**src/sv/lrp_ram.sv**
```systemverilog
// Generic single-port-write, single-read RAM with registered read data.
// No dependencies.
module lrp_ram #(
    parameter int WIDTH = 8,
    parameter int DEPTH = 64
) (
    input  logic                     aclk,
    input  logic                     we,
    input  logic [$clog2(DEPTH)-1:0] waddr,
    input  logic [WIDTH-1:0]         wdata,
    input  logic [$clog2(DEPTH)-1:0] raddr,
    output logic [WIDTH-1:0]         rdata
);
    logic [WIDTH-1:0] mem [DEPTH];

    always_ff @(posedge aclk) begin
        if (we) begin
            mem[waddr] <= wdata;
        end
        rdata <= mem[raddr];
    end
endmodule

```
**config.mk**
```make
export PLATFORM = sky130hd
export DESIGN_NAME = lrp_ram
export DESIGN_NICKNAME = d
export VERILOG_FILES = /design/src/sv/lrp_ram.sv
export SDC_FILE = /design/constraint.sdc
export NUM_CORES = 1
export LEC_CHECK = 0
export BUFFER_PORTS_ARGS = -buffer_cell sky130_fd_sc_hd__buf_2
export CAP_MARGIN = 20
export CORE_UTILIZATION = 60
export CTS_CLUSTER_SIZE = 16
export DETAILED_ROUTE_END_ITERATION = 8
export PLACE_DENSITY = 0.79
export REMOVE_ABC_BUFFERS = 1
export SKIP_LAST_GASP = 1
export SLEW_MARGIN = 5
export SYNTH_ARGS = -nofsm -noshare
export SYNTH_HDL_FRONTEND = slang
export SYNTH_SLANG_ARGS = --single-unit
```
**constraint.sdc**
```tcl
create_clock -name aclk -period 3.2 [get_ports aclk]
set_input_delay 0.16 -clock aclk [delete_from_list [all_inputs] [get_ports aclk]]
set_output_delay 0.16 -clock aclk [all_outputs]
set_load 0.1 [all_outputs]
```
**After elaboration in Yosys (flattened, before gate mapping)**

Memories as Yosys holds them, arrays and structs flattened. A register that Yosys moved wholly into a read port is not among the register bits.
Cells that the tools add are included.

- Bitwise operators: 0
- Eq/ne operators: 0
- Multiplexer cells: 2
- Add/sub/neg operators: 0
- $lt $le $gt $ge: 0
- Divide/modulo/power cells: 0
- Shift-type cells: 0
- $mul: 0
- Reduce and logical (&&, ||, !) cells: 0

Operators by type and width:

| cell | number |
|---|---|
| 2-to-1 mux 1 bit | 2 |

- Output and inout bits: 8
- Bits in writable memories: 512
- Memory bits (read-only): 0
- Bits in latches: 0
- Memories: 1
- Flip-flop bits (word level): 0

Memory list:

| name | depth | bits a word | rd ports | clocked after Yosys merged registers in | wr ports | line | source |
|---|---|---|---|---|---|---|---|
| mem | 64 | 8 | 1 | 1 | 1 | 14 | `logic [WIDTH-1:0] mem [DEPTH];` |

**Logic depth before layout (Yosys ltp)**

- Depth after elaboration: 2
- Mapped depth: 9

**Least setup slack after synthesis**

No wires, ideal clock.

- Kind: input -> register
- From: in raddr[1]
- To: reg rdata[3] (read register of mem)
- Library setup time: 0.128 ns
- Path slack: 1.372 ns
- Required time: 3.072 ns
- Stages: 7
- Arrival time: 1.700 ns
- Cells stage by stage: buf_4 -> buf_2 -> buf_2 -> mux4_2 -> mux4_2 -> o21ai_1 -> o41ai_1

RTL lines:

| element | line | source |
|---|---|---|
| start: declaration | 11 | `input logic [$clog2(DEPTH)-1:0] raddr,` |
| end: declaration | 12 | `output logic [WIDTH-1:0] rdata` |

==> flow_summary.ini <==
[die]
core_um2 = 32800
rows = 66
ios = 30
dieArea_um2 = 34300
start_util_pct = 61.5
fp.dieH_um = 185
chipWidth_um = 185

[clocking]
ctsRootBufferMaster = clkbuf_16
cts_buffers = 50
cts_setup_buffers = 0
clk_latency_ns = 0.55
clock_sinks = 520
clkTransAtPathRegs_ns = 0.06
cts_max_level = 2
cts_resized = 0
clk_path_buf_depth = 3
cts_tree = yes
cts_hold_buf = 0

[sta]
slew_viol_final = 0
max_slew_margin_pct = 27.7
layout_min_cycle_time_ns = 2.05
finalCritPeriodShare_pct = 64.0
max_freq_mhz = 489
hold_violations = 0
setup_violations = 0
finClkSkew_ns = 0.00979
worst_slew_pin_slew_ns = 1.08
rsz0062_at_grt = false
setup_tns_ns = 0

[min_path]
holdPathStages = 3
holdPathEnd = rdata[2]
min_path_type = primary input to register
hp-start = raddr[5]

[worst_setup_path]
critPathLaunchType = primary input
path_delay_family = multiplexers
crit_type = primary input to register
crit_required_ns = 3.64
cp_slowest_stage_delay_ns = 0.52
worst_path_max_delay_cell = mux4_2
r2r_start = mem[15][1]
r2r-end = rdata[1]
r2r_setup_slack_ns = 1.23
reg2regPathDepth = 5
crit_path_frequent_cell = mux4_2
cp.arrival_ns = 2.49
worstPathCellList = clkbuf_8, buf_4, mux4_2, mux4_2, nor2_1, nor3_1, o2bb2ai_1
worstPathMaxFanout = 38
end_kind = register
crit_buf_inv = 2

[synth]
synth_ff_type = edfxtp_1
netlist_area_um2 = 20200
synthArstFlopShare_pct = 0
ys_warn_count = 0
synth-xor-area-share_pct = 0
synth_fa_ha_area_share_pct = 0
synth-compound-area-share_pct = 2.07
synthSimpleGateAreaFrac_pct = 3.39
synth_cell_types = 40
synth_seq_cells = 520
synth_edf_count = 512
synth_top_family_by_area = multiplexers
syn_inst = 940
ys_seq_area_share_pct = 77.0
synth_mux_area_share_pct = 15.9
postSynthAreaPerCell_um2 = 21.5

[global_routing]
grt_pass1_vias = 9979
grtUsageTotal_pct = 26.8
grt_max_degree = 65
grt_pass1_wl_mm = 64.3
overflow = 0
antenna_found_initial = 0

[drt]
ant_nets = 0
wirelength_mm = 43.6
drt_iter0_markers = 1336
first_pass_iters = 8
drc = 0
via_per_inst = 6.60
wire_per_inst_um = 29.1
route.vias.total = 9902

[placement]
globalplace.congestion = 0.865
port_buffers = 29
dp_hpwl_mm = 26.3

[pwr]
comb_power_share_pct = 5.8
p_leak_nw = 7.16
sequentialPowerShare_pct = 54.0
clkPwrFrac_pct = 40.3
switching_power_mw = 2.91
p_sw_share_pct = 20.8
ir_drop_mv = 0.729
p_per_area_nw_per_um2 = 619
power.internal_mw = 11.1

[finish]
syn2layout_area_growth_pct = 12.3
fin_util_pct = 69.1
n_antenna_cell = 0
mostFrequentLayoutCells = edfxtp_1 (512), mux4_2 (126), nor2_1 (83), clkbuf_16 (53), buf_4 (39)
layout_commonest_cell = edfxtp_1
drive_gt1_share_pct = 27.3
nets = 1040

[status]
status = finished clean

[flow_run]
drv_cap = 0
## stage by stage
step | cells | hold WS, ns | instance area [um2] | setup WS, ns | total power, mW
global route | 1500 | 0.0605 | 22700 | 1.08 | 14.4
detailed placement | 1402 | 0.611 | 20900 | 0.592 | 8.49
CTS | 1494 | 0.0260 | 22500 | 1.16 | 14.1
floorplan | 889 | 0.259 | 19900 | 1.52 | 8.08
global placement | 1401 | 0.597 | 20900 | 0.630 | 8.47
finish | 1500 | 0.0559 | 22700 | 1.15 | 14.0
## power groups by stage
| stage | Sequential (mW) | Clock (mW) | Combinational [mW] |
|---|---|---|---|
| after floorplan | 7.79 | 0 | 0.292 |
| after global placement | 7.71 | 0 | 0.760 |
| after detailed placement | 7.71 | 0 | 0.780 |
| after CTS | 7.57 | 5.71 | 0.786 |
| after global routing | 7.57 | 5.97 | 0.846 |
| final | 7.57 | 5.65 | 0.807 |
## metal layers
metal | vias up | GRT usage, % | wire length, um
met4 | 0 | 8.89 | 1240
met3 | 89 | 5.94 | 4520
met5 | - | 0 | 0
met1 | 5114 | 38.2 | 16700
met2 | 615 | 41.6 | 21200
li1 | 4084 | - | -
## flip-flops by register name, indices dropped and copies added (netlist names)
register and flops:
mem 512, rdata 8
## layout make-up
cell class / count / area [um2]
fillers: 1954 / 10100
well taps: 442 / 553
multi-input cells: 369 / 4320
repair buffers: 77 / 664
clock inverters: 20 / 141
flip-flops and latches: 520 / 15500
clock buffers: 72 / 1450
## Yosys cell counts (3+ instances only)
cell | count | area share (%)
a211oi_1 | 4 | 0.15
a21oi_1 | 3 | 0.074
a221oi_1 | 6 | 0.26
a22oi_1 | 3 | 0.11
buf_1 | 4 | 0.074
buf_2 | 11 | 0.27
buf_4 | 13 | 0.48
buf_6 | 4 | 0.22
clkbuf_1 | 17 | 0.32
dfxtp_1 | 8 | 0.79
edfxtp_1 | 512 | 76
mux2_2 | 13 | 0.73
mux2i_1 | 23 | 1.1
mux4_2 | 126 | 14
nand2_1 | 19 | 0.35
nand2b_1 | 7 | 0.22
nand3_1 | 13 | 0.32
nand3b_1 | 3 | 0.11
nor2_1 | 83 | 1.5
nor2b_1 | 14 | 0.43
nor3_1 | 7 | 0.17
o2111ai_1 | 3 | 0.13
o221ai_1 | 8 | 0.35
o22ai_1 | 8 | 0.25
o2bb2ai_1 | 3 | 0.13
## worst register-to-register path, stage by stage, from the launching register on
cell and delay, ns:
edfxtp_1 0.36, mux4_2 0.50, mux4_2 0.49, nor2_1 0.27, nor3_1 0.09, o2bb2ai_1 0.14
## cell families (layout without fill, tap and decap cells)
group | Yosys count | in the layout
flip-flops | 520 | 520
multiplexers | 162 | 162
AND/OR/NAND/NOR | 153 | 153
AO/OA/AOI/OAI | 54 | 54
buffers and inverters | 51 | 169
## how the worst max path moves through the flow
stage,slack (ns),depth (start not counted),to,startpoint
4_1_cts,1.16,6,rdata[6],raddr[0]
6_report,1.15,7,rdata[1],raddr[0]
2_1_floorplan,1.52,5,rdata[4],mem[29][4]
5_1_grt,1.08,7,rdata[0],raddr[0]
3_5_place_dp,0.59,6,rdata[6],raddr[0]
3_3_place_gp,0.63,6,rdata[6],raddr[0]
Power figures use the tool's default switching activity.
